### config.mk
export PLATFORM = sky130hd
export DESIGN_NAME = commit_graph_lane_layout_unit
export DESIGN_NICKNAME = d
export VERILOG_FILES = /design/src/rtl/core/cglu_pkg.sv /design/src/rtl/core/cglu_seg_buf.sv /design/src/rtl/core/commit_graph_lane_layout_unit.sv
export SDC_FILE = /design/constraint.sdc
export NUM_CORES = 1
export LEC_CHECK = 0
export ABC_CLOCK_PERIOD_IN_PS = 10300
export BUFFER_PORTS_ARGS = -buffer_cell sky130_fd_sc_hd__buf_2
export CAP_MARGIN = 40
export CORE_MARGIN = 2
export CORE_UTILIZATION = 23
export CTS_BUF_LIST = sky130_fd_sc_hd__clkbuf_4
export DETAILED_ROUTE_END_ITERATION = 10
export RECOVER_POWER = 100
export SLEW_MARGIN = 20
export SYNTH_ARGS = -nofsm -noshare
export SYNTH_HDL_FRONTEND = slang
export SYNTH_SLANG_ARGS = --single-unit
### constraint.sdc
create_clock -name clk_i -period 10.3 [get_ports clk_i]
set_clock_uncertainty 0.15 [all_clocks]
set_input_delay 2.06 -clock clk_i [delete_from_list [all_inputs] [get_ports clk_i]]
set_output_delay 2.06 -clock clk_i [all_outputs]
set_load 0.005 [all_outputs]
### src/rtl/core/cglu_pkg.sv
`default_nettype none
package cglu_pkg;
  localparam int MaxLanes    = 16;
  localparam int LaneW       = $clog2(MaxLanes);
  localparam int LitW        = $clog2(MaxLanes + 1);
  localparam int RowW        = 16;
  localparam int ParW        = RowW + 1;
  localparam int ColorCount  = 8;
  localparam int ColorW      = 3;
  localparam int MaxParents  = 4;
  localparam int ParFields   = 4;
  localparam int SegBuf      = MaxLanes + ParFields + 4;
  localparam int SegIdxW     = $clog2(SegBuf);
  localparam int SegCntW     = $clog2(SegBuf + 1);
  localparam int MaxSegments = 32;

  localparam logic [1:0] YTop = 2'd0;
  localparam logic [1:0] YMid = 2'd1;
  localparam logic [1:0] YBot = 2'd2;

  typedef struct packed {
    logic [LaneW-1:0]  x1;
    logic [1:0]        y1;
    logic [LaneW-1:0]  x2;
    logic [1:0]        y2;
    logic [ColorW-1:0] color;
  } seg_t;
endpackage
`default_nettype wire

### src/rtl/core/cglu_seg_buf.sv
`default_nettype none
module cglu_seg_buf (
  input  wire                          clk_i,
  input  wire                          we_i,
  input  wire  [cglu_pkg::SegIdxW-1:0] waddr_i,
  input  cglu_pkg::seg_t               wdata_i,
  input  wire  [cglu_pkg::SegIdxW-1:0] raddr_i,
  input  wire                          oldest_first_i,
  output cglu_pkg::seg_t               rdata_o
);
  import cglu_pkg::*;

  seg_t buf_q [SegBuf];
  seg_t rd_q;
  seg_t rd;

  always_ff @(posedge clk_i) begin
    if (we_i) begin
      buf_q[waddr_i] <= wdata_i;
    end
    rd_q <= buf_q[raddr_i];
  end

  always_comb begin
    rd = rd_q;
    if (oldest_first_i) begin
      rd.y1 = YBot - rd_q.y1;
      rd.y2 = YBot - rd_q.y2;
    end
  end

  assign rdata_o = rd;
endmodule
`default_nettype wire

### src/rtl/core/commit_graph_lane_layout_unit.sv
`default_nettype none
// Commit graph lane layout.
// Input channel (in_valid_i / in_stall_o): one commit row per transaction,
// children before parents, with row_index_i, parent_count_i and four parents.
// Output channel (out_valid_o / out_stall_i): one header transaction per row
// (is_header_o = 1) followed by segment_count_o segment transactions; last_o
// marks the final transaction of the row.
// Config channel (cfg_valid_i / cfg_ready_o): bit 0 of cfg_data_i sets
// oldest_first, which mirrors segment heights. Always ready.
// The lane table is swept one lane per cycle through a single shared
// compare unit: one sweep to find the dot, one for pass-through lanes, one for
// joins, and one per in-window parent, with the control states ALLOC, INC,
// FREE, PSEL, PDONE and FIN between them. The header follows the sweeps, and
// segments follow at one per cycle while the receiver does not stall. A new
// row is taken once the last result of the previous row is in the output
// register.
// A stall holds the output register and pauses emission.
// Reset clears the lane table, lane colours, colour counter and oldest_first.
module commit_graph_lane_layout_unit (
  input  wire         clk_i,
  input  wire         rst_ni,
  input  wire         in_valid_i,
  output logic        in_stall_o,
  input  wire  [15:0] row_index_i,
  input  wire  [2:0]  parent_count_i,
  input  wire  signed [16:0] parent_a_i,
  input  wire  signed [16:0] parent_b_i,
  input  wire  signed [16:0] parent_c_i,
  input  wire  signed [16:0] parent_d_i,
  input  wire         cfg_valid_i,
  output logic        cfg_ready_o,
  input  wire         cfg_data_i,
  output logic        out_valid_o,
  input  wire         out_stall_i,
  output logic        is_header_o,
  output logic [4:0]  lane_count_o,
  output logic [3:0]  dot_lane_o,
  output logic [2:0]  dot_color_o,
  output logic [2:0]  row_flags_o,
  output logic [5:0]  segment_count_o,
  output logic [3:0]  seg_x_start_o,
  output logic [1:0]  seg_y_start_o,
  output logic [3:0]  seg_x_end_o,
  output logic [1:0]  seg_y_end_o,
  output logic [2:0]  seg_color_o,
  output logic        last_o
);
  import cglu_pkg::*;

  localparam logic [3:0] S_IDLE  = 4'd0;
  localparam logic [3:0] S_SCAN  = 4'd1;
  localparam logic [3:0] S_ALLOC = 4'd2;
  localparam logic [3:0] S_PASS  = 4'd3;
  localparam logic [3:0] S_INC   = 4'd4;
  localparam logic [3:0] S_JOIN  = 4'd5;
  localparam logic [3:0] S_FREE  = 4'd6;
  localparam logic [3:0] S_PSEL  = 4'd7;
  localparam logic [3:0] S_PSCAN = 4'd8;
  localparam logic [3:0] S_PDONE = 4'd9;
  localparam logic [3:0] S_FIN   = 4'd10;
  localparam logic [3:0] S_OUT   = 4'd11;

  localparam logic [LaneW-1:0] LastLane = LaneW'(MaxLanes - 1);

  logic [3:0]          state_q, state_d;
  logic [RowW-1:0]     here_q;
  logic [2:0]          npar_q;
  logic [ParW-1:0]     par_q [ParFields];
  logic [2:0]          k_q;
  logic [LaneW-1:0]    i_q;
  logic                found_q;
  logic [LaneW-1:0]    m_q;
  logic [LaneW-1:0]    dot_q;
  logic [ColorW-1:0]   dotcol_q;
  logic [MaxLanes-1:0] join_q;
  logic [LitW-1:0]     wb_q;
  logic [2:0]          flags_q;
  logic [SegCntW-1:0]  nseg_q;
  logic [LaneW-1:0]    segmax_q;
  logic [LitW-1:0]     lc_q;
  logic [5:0]          j_q;
  logic [MaxLanes-1:0] valid_q;
  logic [RowW-1:0]     tgt_q [MaxLanes];
  logic [ColorW-1:0]   col_q [MaxLanes];
  logic [LitW-1:0]     lit_q;
  logic [ColorW-1:0]   nc_q;
  logic                oldest_q;

  logic [ParW-1:0]     cur_par;
  logic [RowW-1:0]     key;
  logic                hit;
  logic [LitW-1:0]     width_now;
  logic                has_free;
  logic [LaneW-1:0]    free_idx;
  logic [LaneW-1:0]    alloc_lane;
  logic                alloc_col;
  logic                alloc_grow;
  logic [ColorW-1:0]   nc_next;
  logic                seg_we;
  seg_t                seg_w;
  seg_t                seg_r;
  logic [5:0]          emit;
  logic [2:0]          npar_in;
  logic [LaneW-1:0]    seg_hi;
  logic [LitW-1:0]     lc_calc;
  logic                k_in;
  logic                accept;
  logic                load;
  logic [5:0]          rd_idx;

  assign accept      = in_valid_i && !in_stall_o;
  assign in_stall_o  = state_q != S_IDLE;
  assign cfg_ready_o = 1'b1;
  assign cur_par     = par_q[k_q[1:0]];
  assign k_in        = k_q < npar_q;
  assign key         = (state_q == S_SCAN) ? here_q : cur_par[RowW-1:0];
  assign hit         = valid_q[i_q] && (tgt_q[i_q] == key);
  assign nc_next     = (nc_q == ColorW'(ColorCount - 1)) ? '0 : nc_q + 1'b1;
  assign emit        = ({1'b0, nseg_q} > 6'(MaxSegments)) ? 6'(MaxSegments)
                                                            : {1'b0, nseg_q};
  assign npar_in     = (parent_count_i > 3'(MaxParents)) ? 3'(MaxParents) : parent_count_i;
  assign load        = (state_q == S_OUT) && (!out_valid_o || !out_stall_i);
  assign seg_hi      = (seg_w.x1 > seg_w.x2) ? seg_w.x1 : seg_w.x2;
  assign rd_idx      = (load || j_q == 6'd0) ? j_q : j_q - 6'd1;

  always_comb begin
    width_now = '0;
    has_free  = 1'b0;
    free_idx  = '0;
    for (int l = 0; l < MaxLanes; l++) begin
      if (valid_q[l]) begin
        width_now = LitW'(l + 1);
      end
      if (!has_free && !valid_q[l] && (LitW'(l) < lit_q)) begin
        has_free = 1'b1;
        free_idx = LaneW'(l);
      end
    end
  end

  always_comb begin
    alloc_col  = 1'b1;
    alloc_grow = 1'b0;
    if (has_free) begin
      alloc_lane = free_idx;
    end else if (lit_q >= LitW'(MaxLanes)) begin
      alloc_lane = LastLane;
      alloc_col  = 1'b0;
    end else begin
      alloc_lane = lit_q[LaneW-1:0];
      alloc_grow = 1'b1;
    end
  end

  always_comb begin
    lc_calc = width_now;
    if (wb_q > lc_calc) lc_calc = wb_q;
    if ({1'b0, dot_q} + 1'b1 > lc_calc) lc_calc = {1'b0, dot_q} + 1'b1;
    if ({1'b0, segmax_q} + 1'b1 > lc_calc) lc_calc = {1'b0, segmax_q} + 1'b1;
  end

  always_comb begin
    seg_we = 1'b0;
    seg_w  = '{x1: dot_q, y1: YMid, x2: dot_q, y2: YBot, color: dotcol_q};
    unique case (state_q)
      S_PASS: begin
        if ((LitW'(i_q) < wb_q) && valid_q[i_q] && (i_q != dot_q) && !join_q[i_q]) begin
          seg_we = 1'b1;
          seg_w  = '{x1: i_q, y1: YTop, x2: i_q, y2: YBot, color: col_q[i_q]};
        end
      end
      S_INC: begin
        if (valid_q[dot_q]) begin
          seg_we = 1'b1;
          seg_w  = '{x1: dot_q, y1: YTop, x2: dot_q, y2: YMid, color: dotcol_q};
        end
      end
      S_JOIN: begin
        if (join_q[i_q]) begin
          seg_we = 1'b1;
          seg_w  = '{x1: i_q, y1: YTop, x2: dot_q, y2: YMid, color: col_q[i_q]};
        end
      end
      S_PSEL: begin
        seg_we = k_in && cur_par[ParW-1] && (k_q == 3'd0);
      end
      S_PDONE: begin
        seg_we = 1'b1;
        if (k_q == 3'd0) begin
          if (found_q) begin
            seg_w = '{x1: dot_q, y1: YMid, x2: m_q, y2: YBot, color: col_q[m_q]};
          end
        end else if (found_q) begin
          seg_w = '{x1: dot_q, y1: YMid, x2: m_q, y2: YBot, color: col_q[m_q]};
        end else begin
          seg_w = '{x1: dot_q, y1: YMid, x2: alloc_lane, y2: YBot,
                    color: alloc_col ? nc_q : col_q[alloc_lane]};
        end
      end
      default: seg_we = 1'b0;
    endcase
  end

  cglu_seg_buf u_seg_buf (
    .clk_i          (clk_i),
    .we_i           (seg_we),
    .waddr_i        (nseg_q[SegIdxW-1:0]),
    .wdata_i        (seg_w),
    .raddr_i        (rd_idx[SegIdxW-1:0]),
    .oldest_first_i (oldest_q),
    .rdata_o        (seg_r)
  );

  always_comb begin
    state_d = state_q;
    unique case (state_q)
      S_IDLE:  if (accept) state_d = S_SCAN;
      S_SCAN:  if (i_q == LastLane) state_d = S_ALLOC;
      S_ALLOC: state_d = S_PASS;
      S_PASS:  if (i_q == LastLane) state_d = S_INC;
      S_INC:   state_d = S_JOIN;
      S_JOIN:  if (i_q == LastLane) state_d = S_FREE;
      S_FREE:  state_d = S_PSEL;
      S_PSEL: begin
        if (!k_in) state_d = S_FIN;
        else if (!cur_par[ParW-1]) state_d = S_PSCAN;
      end
      S_PSCAN: if (i_q == LastLane) state_d = S_PDONE;
      S_PDONE: state_d = S_PSEL;
      S_FIN:   state_d = S_OUT;
      S_OUT:   if (load && (j_q == emit)) state_d = S_IDLE;
      default: state_d = S_IDLE;
    endcase
  end

  always_ff @(posedge clk_i or negedge rst_ni) begin
    if (!rst_ni) begin
      state_q  <= S_IDLE;
      valid_q  <= '0;
      lit_q    <= '0;
      nc_q     <= '0;
      oldest_q <= 1'b0;
      for (int l = 0; l < MaxLanes; l++) begin
        col_q[l] <= '0;
      end
    end else begin
      state_q <= state_d;
      if (cfg_valid_i && cfg_ready_o) begin
        oldest_q <= cfg_data_i;
      end
      if ((state_q == S_ALLOC && !found_q) ||
          (state_q == S_PDONE && k_q != 3'd0 && !found_q)) begin
        if (alloc_col) begin
          col_q[alloc_lane] <= nc_q;
          nc_q              <= nc_next;
        end
        if (alloc_grow) begin
          lit_q <= lit_q + 1'b1;
        end
      end
      if (state_q == S_JOIN && join_q[i_q]) begin
        valid_q[i_q] <= 1'b0;
      end
      if (state_q == S_FREE) begin
        valid_q[dot_q] <= 1'b0;
      end
      if (state_q == S_PDONE) begin
        if (k_q == 3'd0) begin
          if (!found_q) begin
            valid_q[dot_q] <= 1'b1;
          end
        end else if (found_q) begin
          valid_q[m_q] <= 1'b1;
        end else begin
          valid_q[alloc_lane] <= 1'b1;
        end
      end
    end
  end

  always_ff @(posedge clk_i) begin
    if (state_q == S_PDONE) begin
      if (k_q == 3'd0) begin
        if (!found_q) tgt_q[dot_q] <= cur_par[RowW-1:0];
      end else if (found_q) begin
        tgt_q[m_q] <= cur_par[RowW-1:0];
      end else begin
        tgt_q[alloc_lane] <= cur_par[RowW-1:0];
      end
    end
  end

  always_ff @(posedge clk_i or negedge rst_ni) begin
    if (!rst_ni) begin
      out_valid_o <= 1'b0;
      j_q         <= '0;
      nseg_q      <= '0;
    end else begin
      if (accept) begin
        nseg_q <= '0;
        j_q    <= '0;
      end else if (seg_we) begin
        nseg_q <= nseg_q + 1'b1;
      end
      if (load) begin
        out_valid_o <= 1'b1;
        j_q         <= j_q + 1'b1;
      end else if (!out_stall_i) begin
        out_valid_o <= 1'b0;
      end
    end
  end

  always_ff @(posedge clk_i) begin
    if (accept) begin
      here_q   <= row_index_i;
      npar_q   <= npar_in;
      par_q[0] <= parent_a_i;
      par_q[1] <= parent_b_i;
      par_q[2] <= parent_c_i;
      par_q[3] <= parent_d_i;
      i_q      <= '0;
      found_q  <= 1'b0;
      join_q   <= '0;
      segmax_q <= '0;
      flags_q  <= (npar_in > 3'd1 ? 3'b001 : 3'b000) | (npar_in == 3'd0 ? 3'b010 : 3'b000);
    end
    if (seg_we && (nseg_q == '0 || seg_hi > segmax_q)) begin
      segmax_q <= seg_hi;
    end
    unique case (state_q)
      S_SCAN: begin
        i_q <= i_q + 1'b1;
        if ((LitW'(i_q) < lit_q) && hit) begin
          if (!found_q) begin
            found_q <= 1'b1;
            dot_q   <= i_q;
          end else begin
            join_q[i_q] <= 1'b1;
          end
        end
      end
      S_ALLOC: begin
        wb_q <= width_now;
        if (!found_q) begin
          dot_q    <= alloc_lane;
          dotcol_q <= alloc_col ? nc_q : col_q[alloc_lane];
        end else begin
          dotcol_q <= col_q[dot_q];
        end
      end
      S_PASS, S_JOIN: i_q <= i_q + 1'b1;
      S_FREE: k_q <= '0;
      S_PSEL: begin
        if (k_in) begin
          i_q     <= '0;
          found_q <= 1'b0;
          if (cur_par[ParW-1]) begin
            flags_q[2] <= 1'b1;
            k_q        <= k_q + 1'b1;
          end
        end
      end
      S_PSCAN: begin
        i_q <= i_q + 1'b1;
        if (hit && !found_q && (k_q != 3'd0 || i_q < dot_q)) begin
          found_q <= 1'b1;
          m_q     <= i_q;
        end
      end
      S_PDONE: k_q <= k_q + 1'b1;
      S_FIN:   lc_q <= lc_calc;
      default: ;
    endcase
    if (load) begin
      if (j_q == '0) begin
        is_header_o     <= 1'b1;
        lane_count_o    <= lc_q;
        dot_lane_o      <= dot_q;
        dot_color_o     <= dotcol_q;
        row_flags_o     <= flags_q;
        segment_count_o <= emit;
        seg_x_start_o   <= '0;
        seg_y_start_o   <= '0;
        seg_x_end_o     <= '0;
        seg_y_end_o     <= '0;
        seg_color_o     <= '0;
      end else begin
        is_header_o     <= 1'b0;
        lane_count_o    <= '0;
        dot_lane_o      <= '0;
        dot_color_o     <= '0;
        row_flags_o     <= '0;
        segment_count_o <= '0;
        seg_x_start_o   <= seg_r.x1;
        seg_y_start_o   <= seg_r.y1;
        seg_x_end_o     <= seg_r.x2;
        seg_y_end_o     <= seg_r.y2;
        seg_color_o     <= seg_r.color;
      end
      last_o <= (j_q == emit);
    end
  end

  a_lit_bound: assert property (@(posedge clk_i) disable iff (!rst_ni)
    lit_q <= LitW'(MaxLanes))
    else $error("lane count beyond table size");

  a_valid_in_table: assert property (@(posedge clk_i) disable iff (!rst_ni)
    width_now <= lit_q)
    else $error("valid lane outside opened lanes");

  a_busy_after_accept: assert property (@(posedge clk_i) disable iff (!rst_ni)
    accept |=> in_stall_o && !out_valid_o || in_stall_o)
    else $error("ready right after accept");

  a_header_span: assert property (@(posedge clk_i) disable iff (!rst_ni)
    out_valid_o && is_header_o |-> lane_count_o > {1'b0, dot_lane_o})
    else $error("dot lane outside lane count");
endmodule
`default_nettype wire
==> impl_metrics.py <==
metrics = {
    "yosys": {
        "synth_area_leader_cell": "edfxtp_1",
        "synthCells": 2254,
        "ys_ff_latch": 873,
        "synthTopCellsByArea": "edfxtp_1 (59%), mux4_2 (14%), dfrtp_1 (5.8%), dfxtp_1 (2.0%), ha_1 (1.8%)",
        "syn_avg_cell_area_um2": 17.0,
        "synth_area_um2": 38300,
        "synth_cell_types": 99,
        "async_flop_share": 0.102,
        "synth_flop_cell": "edfxtp_1",
        "synth.net_count": 2402,
        "synth-edff-count": 746,
        "ys_warn_count": 0,
        "synth_seq_area_share": 0.663,
        "synth_top_area_share": 0.585,
    },
    "detailed_routing": {
        "wl_um": 99700,
        "maxUsedRoutingLayer": "met5",
        "wl_met3_um": 7650,
        "first_pass_iters": 5,
        "drtIter0Drc": 2075,
        "drc": 0,
        "wl_met1_um": 43400,
        "met2_wirelength_um": 46000,
        "ant_nets": 0,
        "viasPerCell": 4.53,
        "wl_per_cell_um": 20.2,
        "vias": 22300,
    },
    "pwr": {
        "p_leak_nw": 14.9,
        "seqPwrFrac": 0.375,
        "p_clk_frac": 0.225,
        "p_sw_mw": 4.65,
        "p_int_mw": 8.39,
        "switching_share": 0.356,
        "p_per_area_nw_per_um2": 294,
        "p_total_mw": 13.0,
        "vdd_ir_drop_max_uv": 191,
        "comb_power_share": 0.401,
    },
    "timing": {
        "max_freq_mhz": 120,
        "fin_crit_ns": 8.30,
        "setup_tns_ns": 0,
        "finalCritPeriodShare": 0.806,
        "worst_slew_pin_slew_ns": 3.17,
        "rsz0062_at_grt": "false",
        "slew_headroom": -1.11,
        "slew_viol_final": 510,
        "setup_viol": 0,
        "hold_violations": 0,
        "holdWs_ns": 0.298,
    },
    "cts": {
        "cts_resized": 0,
        "tritoncts": "yes",
        "cts_buffer_depth": 3,
        "clk_latency_ns": 1.17,
        "cts_hold_buffers": 0,
        "numClockSinks": 873,
        "cts_setup_buffers": 0,
        "clk_pin_slew_worst_paths_ns": 0.07,
        "cts_max_level": 4,
        "cts-root-buf": "clkbuf_4",
        "cts_buffers": 212,
    },
    "critical_path": {
        "crit_type": "flop to flop",
        "reg2regPathDepth": 22,
        "r2r_slack_ns": 2.00,
        "arrival_ns": 8.99,
        "cp_data_required_time_ns": 10.99,
        "worstSetupStartpointType": "flop",
        "crit_fanout": 40,
        "reg2reg_from": "i_q[0]",
        "critPathCaptureType": "flop",
        "reg2reg_to": "segmax_q[3]",
    },
    "min_path": {
        "min_to": "join_q[6]",
        "hold_path.class": "flop to flop",
        "min_from": "join_q[6]",
        "holdPathStages": 2,
    },
    "placement": {
        "port_buffers": 131,
        "dpl.hpwl_um": 61800,
        "place_congestion": 0.910,
    },
    "final_layout": {
        "fin_nets": 2714,
        "area_growth_pct": 15.9,
        "layout.cells.most_common": "edfxtp_1",
        "final_util": 0.269,
        "drive_gt1_frac": 0.289,
        "fillers": 16900,
        "mostFrequentLayoutCells": "edfxtp_1 (746), clkbuf_4 (322), mux4_2 (232)",
    },
    "floorplan": {
        "fp-row-count": 149,
        "die_height_um": 412,
        "dieArea_um2": 170000,
        "io_pins": 134,
        "start_util": 0.232,
        "die_x_um": 412,
        "core_um2": 165000,
    },
    "global_routing": {
        "antenna_found_initial": 10,
        "grt_max_degree": 63,
        "grt_pass1_vias": 22500,
        "grt_pass1_wl_um": 147000,
        "overflow": 0,
        "grt_use_total": 0.116,
    },
    "run_status": {
        "violations": "capacitance limit, slew limit",
        "outcome": "complete, but fails checks",
    },
    "flow_run": {
        "maxCapViolations": 18,
    },
}
==> worst max path at each step <==
| stage | slack [ns] | from | end | depth (start not counted) |
|---|---|---|---|---|
| after floorplan | 3.75 | i_q[0] | segmax_q[0] | 27 |
| after global placement | 2.73 | i_q[3] | segmax_q[1] | 21 |
| after detailed placement | 3.37 | i_q[3] | segmax_q[0] | 23 |
| after CTS | 3.31 | i_q[3] | segmax_q[2] | 23 |
| after global routing | 1.45 | i_q[0] | segmax_q[2] | 20 |
| final | 2.00 | i_q[0] | segmax_q[3] | 22 |
==> registers in the layout (all words and copies together) (netlist names), 6 cells and up, named ones only <==
signal / count
join_q: 16
u_seg_buf.rdata_o: 11
valid_q: 16
tgt_q: 256
here_q: 16
par_q: 68
col_q: 48
u_seg_buf.buf_q: 336
j_q: 6
==> power by group through the flow <==
| stage | Clock, mW | Sequential (mW) | Combinational, mW |
|---|---|---|---|
| 2_1_floorplan | 0 | 4.73 | 3.92 |
| 3_3_place_gp | 0 | 4.96 | 5.12 |
| 3_5_place_dp | 0 | 4.96 | 5.29 |
| 4_1_cts | 3.04 | 4.88 | 5.31 |
| 5_1_grt | 3.21 | 4.93 | 5.71 |
| 6_report | 2.93 | 4.89 | 5.22 |
==> cells in the mapped netlist, drive strengths merged (6+ instances only) <==
master / instances
a211oi: 8
a21o: 14
a21oi: 58
a221oi: 8
a22o: 8
a22oi: 10
a31oi: 10
a32oi: 13
and2: 29
and3: 20
buf: 55
clkbuf: 71
dfrtp: 89
dfxtp: 38
edfxtp: 746
ha: 55
inv: 60
mux2: 58
mux2i: 47
mux4: 244
nand2: 130
nand2b: 27
nand3: 29
nand4: 10
nor2: 90
nor2b: 35
nor3: 23
nor3b: 7
nor4: 6
o211ai: 10
o21a: 11
o21ai: 86
o21bai: 6
o221ai: 25
o22ai: 6
or2: 9
xnor2: 23
xor2: 10
==> layer usage <==
metal  global-route usage  vias to the layer above
li1                     -                     9817
met1                0.159                    11400
met2                0.179                      959
met3               0.0275                      209
met4               0.0415                        4
met5                    0                        -
==> kinds of logic after synthesis <==
| logic type | after synthesis | share of synthesized area |
|---|---|---|
| XOR/XNOR | 33 | 0.00775 |
| other | 2 | 0.000196 |
| AND/OR/NAND/NOR | 434 | 0.0566 |
| buffers and inverters | 189 | 0.0224 |
| multiplexers | 349 | 0.174 |
| adder cells (fa/ha/maj) | 55 | 0.0180 |
| flip-flops | 873 | 0.663 |
| AO/OA/AOI/OAI | 319 | 0.0577 |
==> worst max-delay path, stage by stage (launching register included) <==
cell      delay, ns
dfxtp_1        2.06
mux4_1         0.75
mux4_2         0.57
nor2b_4        0.19
o211ai_4       0.13
nor2_1         0.30
a2111o_1       0.73
inv_1          0.13
ha_1           0.34
nor2b_1        0.13
o21ai_0        0.14
nand2b_1       0.07
a21oi_1        0.17
a41o_1         0.30
mux2_1         0.40
ha_1           0.30
nor2b_1        0.13
o21ai_0        0.14
nand2b_1       0.07
a21oi_1        0.14
a41oi_1        0.07
o21ai_0        0.38
nand2_1        0.21
==> layout make-up <==
type | instances | area (um^2) | area share
Sequential cell | 873 | 25400 | 0.572
Timing Repair Buffer | 225 | 1180 | 0.0265
Multi-Input combinational cell | 1192 | 12000 | 0.271
Clock inverter | 61 | 373 | 0.00840
Inverter | 62 | 234 | 0.00527
Antenna cell | 6 | 15.0 | 0.000338
Clock buffer | 321 | 2410 | 0.0543
Tap cell | 2189 | 2740 | 0.0617
==> stage by stage <==
step	instance area, um^2	instances	worst slack (ns)
floorplan	38300	2254	3.75
detailed placement	42000	4533	3.37
global route	44400	4927	1.45
finish	44400	4929	2.00
global placement	41700	4519	2.73
CTS	44800	4915	3.31
No activity file was read; power rests on OpenSTA's default activity.
